==> src/hdl/binary_morphology_3x3_macros.svh <==
// assertion helpers, sampled on aclk and quiet while aresetn is low
`ifndef BINARY_MORPHOLOGY_3X3_MACROS_SVH
`define BINARY_MORPHOLOGY_3X3_MACROS_SVH

`define BM3_ASSERT_ALWAYS(label, expr, msg) \
    label: assert property (@(posedge aclk) disable iff (!aresetn) (expr)) \
        else $error(msg);

`define BM3_ASSERT_NEXT(label, ante, cons, msg) \
    label: assert property (@(posedge aclk) disable iff (!aresetn) (ante) |=> (cons)) \
        else $error(msg);

`endif

==> src/hdl/bm3_pkg.sv <==
package bm3_pkg;

    localparam int PIX_W      = 8;
    localparam int CFG_DIM_W  = 11;
    localparam int MASK_W     = 9;
    localparam int WIN        = 3;
    localparam int MIN_DIM    = 3;
    localparam int DEF_DIM    = 512;
    localparam int DEF_MASK   = 186;
    localparam int DEF_MAX_W  = 1024;
    localparam int DEF_MAX_H  = 1024;

    localparam logic [PIX_W-1:0] PIX_WHITE = 8'd255;
    localparam logic [PIX_W-1:0] PIX_BLACK = 8'd0;

    typedef enum logic [1:0] {
        REG_WIDTH  = 2'd0,
        REG_HEIGHT = 2'd1,
        REG_MODE   = 2'd2,
        REG_MASK   = 2'd3
    } reg_index_t;

    typedef logic [WIN-1:0][PIX_W-1:0] column_t;

    typedef struct packed {
        logic any_set;
        logic any_clear;
    } cell_flags_t;

endpackage

==> src/hdl/bm3_cell.sv <==
module bm3_cell (
    input  logic                   aclk,
    input  logic                   shift_en,
    input  bm3_pkg::column_t       col_in,
    input  logic [bm3_pkg::WIN-1:0] mask_col,
    output bm3_pkg::column_t       col_out,
    output bm3_pkg::cell_flags_t   flags
);

    bm3_pkg::column_t col_reg;

    always_ff @(posedge aclk) begin
        if (shift_en) begin
            col_reg <= col_in;
        end
    end

    always_comb begin
        flags.any_set   = 1'b0;
        flags.any_clear = 1'b0;
        for (int k = 0; k < bm3_pkg::WIN; k++) begin
            if (mask_col[k]) begin
                if (col_reg[k] != bm3_pkg::PIX_BLACK) begin
                    flags.any_set = 1'b1;
                end else begin
                    flags.any_clear = 1'b1;
                end
            end
        end
    end

    assign col_out = col_reg;

endmodule

==> config.mk <==
export PLATFORM = sky130hd
export DESIGN_NAME = bm3_cell
export DESIGN_NICKNAME = d
export VERILOG_FILES = /design/src/hdl/binary_morphology_3x3_macros.svh /design/src/hdl/bm3_pkg.sv /design/src/hdl/bm3_cell.sv
export SDC_FILE = /design/constraint.sdc
export NUM_CORES = 1
export LEC_CHECK = 0
export ABC_AREA = 1
export BUFFER_PORTS_ARGS = -buffer_cell sky130_fd_sc_hd__clkbuf_2
export CAP_MARGIN = 40
export CORE_MARGIN = 5
export CORE_UTILIZATION = 25
export CTS_BUF_LIST = sky130_fd_sc_hd__clkbuf_4 sky130_fd_sc_hd__clkbuf_8
export DETAILED_ROUTE_END_ITERATION = 12
export SLEW_MARGIN = 20
export SYNTH_ARGS = -nofsm -noshare
export SYNTH_HDL_FRONTEND = slang
export SYNTH_SLANG_ARGS = --single-unit
==> constraint.sdc <==
create_clock -name aclk -period 0.9 [get_ports aclk]
set_clock_uncertainty 0.05 [all_clocks]
set_input_delay 0 -clock aclk [delete_from_list [all_inputs] [get_ports aclk]]
set_output_delay 0 -clock aclk [all_outputs]
set_load 0.03 [all_outputs]
* Word level (Yosys, flattened, before mapping)
Index checks and enable logic that the tools add are counted.
** Word-level totals
- Register bits after elaboration :: 24
- Logic and storage cells :: 15
- Latch bits :: 0
- Memories :: 0
- RAM bits :: 0
- Output and inout port bits :: 26
- Input bits :: 29
- Memory bits (read-only) :: 0
** Operators by class
- Divide/modulo/power cells :: 0
- Multipliers :: 0
- Reduce and logical (&&, ||, !) cells :: 3
- Equality and inequality tests :: 0
- Shift-type cells :: 0
- Magnitude comparators :: 0
- Add/sub/neg operators :: 0
- Multiplexer cells :: 9
- Bitwise logic cells :: 0
** Operators with widths (count)
- 8-bit nonzero test :: 3
- 1-bit 2-to-1 mux :: 6
- 2-bit 2-to-1 mux :: 3

* Logic depth before layout (Yosys ltp)
- Word-level depth :: 7
- Gate-level depth with buffers :: 5
- Depth with buffers taken out :: 5

* Least setup slack after synthesis
No wires, ideal clock.
- Kind :: reg-to-output
- Start point :: register col_reg, in the netlist col_out[16]
- End point :: output flags[1] (netlist bit)
- Stages on the path, launching flop included :: 5
- Arrival time :: 1115 ps
- Required time :: 850 ps
- Slack :: -265 ps
- Cells stage by stage :: edfxtp_1 nor2_1 nand2_1 o21ai_1 nand3_1
** RTL lines
- start: declaration :: RTL line bm3_cell.sv:10 : bm3_pkg::column_t col_reg;
- start signal: assignment :: RTL line bm3_cell.sv:14 : col_reg <= col_in;
- end: declaration :: RTL line bm3_cell.sv:7 : output bm3_pkg::cell_flags_t flags

==> reports/qor.yml <==
root_buffer: "clkbuf_4"
die_area_sq_um: 4620
initial_core_util: 0.256
htree_num_levels: 1
grt_overflow: 0
setup_viol_count_final: 26
cts_made_buffers: 3
dp_hpwl_mm: 1.59
vias: 771
rsz0062_at_grt: "true"
clock.fmax_mhz: 703
antenna_found_initial: 0
ant_nets: 0
intPower_mw: 1.90
cp_max_fo: 2
drt-initial-drc-count: 20
min_period_ns: 1.42
post-route-drc-count: 0
die_w_um: 68.0
powerDensity_nw_per_um2: 1380
synthMuxAreaShare: 0
endpoint_kind: "primary output"
power_mw: 2.57
synthDistinctLibCells: 6
startpoint: "col_out[12]"
switchingPower_mw: 0.671
synth.area.top_cells: "edfxtp_1 (86%), nor2_1 (6.7%), nand2_1 (4.0%), o21ai_1 (1.8%), nand3_2 (1.2%)"
worstHoldStart: "shift_en"
num_rows: 21
vdd_drop_max_mv: 0.747
synth_top_area_share: 0.857
numPortBuffers: 54
path_clk_slew_ns: 0.12
run_status: "finished, violations left"
synth_top_area_cell: "edfxtp_1"
largest_reg_flops: 24
clock-sinks: 24
path_class: "flip-flop to primary output"
vias_per_cell: 3.89
p_leak_nw: 0.805
synth_compound_area_frac: 0.0179
hp-class: "input port to flip-flop"
coreArea_sq_um: 3280
slew_viol_final: 0
clk_path_buf_depth: 2
grt_pass1_wl_mm: 3.51
yosys.area_share.simple: 0.125
syn-instance-count: 53
failed_checks: "setup timing"
wire_per_inst_um: 12.6
diodes: 0
maxSlewHeadroom: 0.891
synth_xor_area_frac: 0
synthAdderAreaFrac: 0
post-route-period-util: 1.58
io_pins: 55
syn-num-nets: 82
drive_above_1_share: 0.520
p_seq_frac: 0.537
cp.required_ns: 0.85
dp_cells: 163
synth_top_family_by_area: "simple AND/OR/NAND/NOR gates"
critPathLaunchType: "flip-flop"
syn_to_final_growth_pct: 122
worst_pin_slew_ns: 0.162
grt_start_max_net_pins: 13
final_hold_viol_count: 0
tritoncts: "yes"
ys_seq_area_frac: 0.857
synth_seq_cells: 24
die_h_um: 68.0
syn-cell-area_sq_um: 841
maxCapViolCount: 0
finalWirelength_mm: 2.50
clkPwrFrac: 0.173
layout.cells.non_filler: 198
synth_area_per_cell_sq_um: 15.9
finalWorstSetupSlack_ns: -0.522
p_comb_frac: 0.290
p_sw_frac: 0.261
yosysWarnings: 0
drt-pass1-iter-count: 4
grt_pass1_vias: 804
gp_congestion: 0.659
arrival_ns: 1.37
grtUsageTotal: 0.106
nNetsFinal: 183
## worst max-delay path, cell delays in order, from the launching register on
cell      delay [ns]
edfxtp_1        0.42
nor2_1          0.13
nand2_1         0.08
o21ai_1         0.17
nand3_2         0.10
clkbuf_8        0.17
## cells in the final DEF, fill, tap and decap left out
master         count
clkbuf_2          28
edfxtp_1          24
dlygate4sd3_1     24
nor2_1            15
buf_8             14
buf_4             13
clkbuf_8          10
nand2_1            9
buf_6              5
clkbuf_4           3
o21ai_2            2
buf_12             2
nand3_4            1
o21ai_1            1
nand3_2            1
## power by group through the flow
stage | registers, mW | logic (mW) | clock network, mW
2_1_floorplan | 1.57 | 0.0347 | 0
5_1_grt | 1.39 | 0.787 | 0.532
6_report | 1.38 | 0.747 | 0.445
3_5_place_dp | 1.40 | 0.443 | 0
3_3_place_gp | 1.39 | 0.440 | 0
4_1_cts | 1.38 | 0.656 | 0.466
## layout make-up
cell class | instances | area, sq um
multi-input cells | 29 | 140
well taps | 46 | 57.6
fillers | 275 | 1420
clock buffers | 3 | 22.5
flip-flops and latches | 24 | 721
repair buffers | 96 | 922
## synthesized netlist by cell type (all sizes together)
cell and n:
edfxtp 24, nor2 15, nand2 9, o21ai 3, nand3 2
## final timing paths
| check | endpoint | slack, ns | cells after the start |
|---|---|---|---|
| max | flags[1] | -0.52 | 5 |
| min | col_out[11] | 0.06 | 2 |
## layer usage
| layer | track usage | vias up | wire [um] |
|---|---|---|---|
| met5 | 0 | - | 0 |
| met4 | 0.0422 | 0 | 10 |
| met3 | 0.0394 | 2 | 247 |
| met2 | 0.195 | 32 | 1360 |
| met1 | 0.107 | 350 | 881 |
| li1 | - | 387 | - |
## repair_timing
item | CTS | global route
gates cloned | 0 | 0
pin swaps | 4 | 7
gates resized for setup | 51 | 23
endpoints found under the setup margin | 26 | 26
buffers inserted | 3 | 12
endpoints found under the hold margin | 24 | 0
hold buffers | 24 | 0
## per-stage QoR
step / instance area (sq um) / hold WS (ns) / util / worst slack (ns) / TNS [ns]
floorplan: 853 / 0.0489 / - / -0.216 / -0.395
global placement: 1280 / 0.128 / 0.390 / -0.199 / -0.363
detailed placement: 1280 / 0.129 / 0.390 / -0.210 / -0.383
CTS: 1760 / 0.0499 / 0.537 / -0.522 / -3.31
global route: 1860 / 0.0394 / 0.567 / -0.597 / -5.21
finish: 1860 / 0.0563 / 0.567 / -0.522 / -3.67
## kinds of logic (layout without fill, tap and decap cells)
logic type	Yosys count	after routing
simple gates	26	26
flops	24	24
compound gates	3	3
buf+inv	0	99
Note: power is estimated with default switching activity, not from simulation.
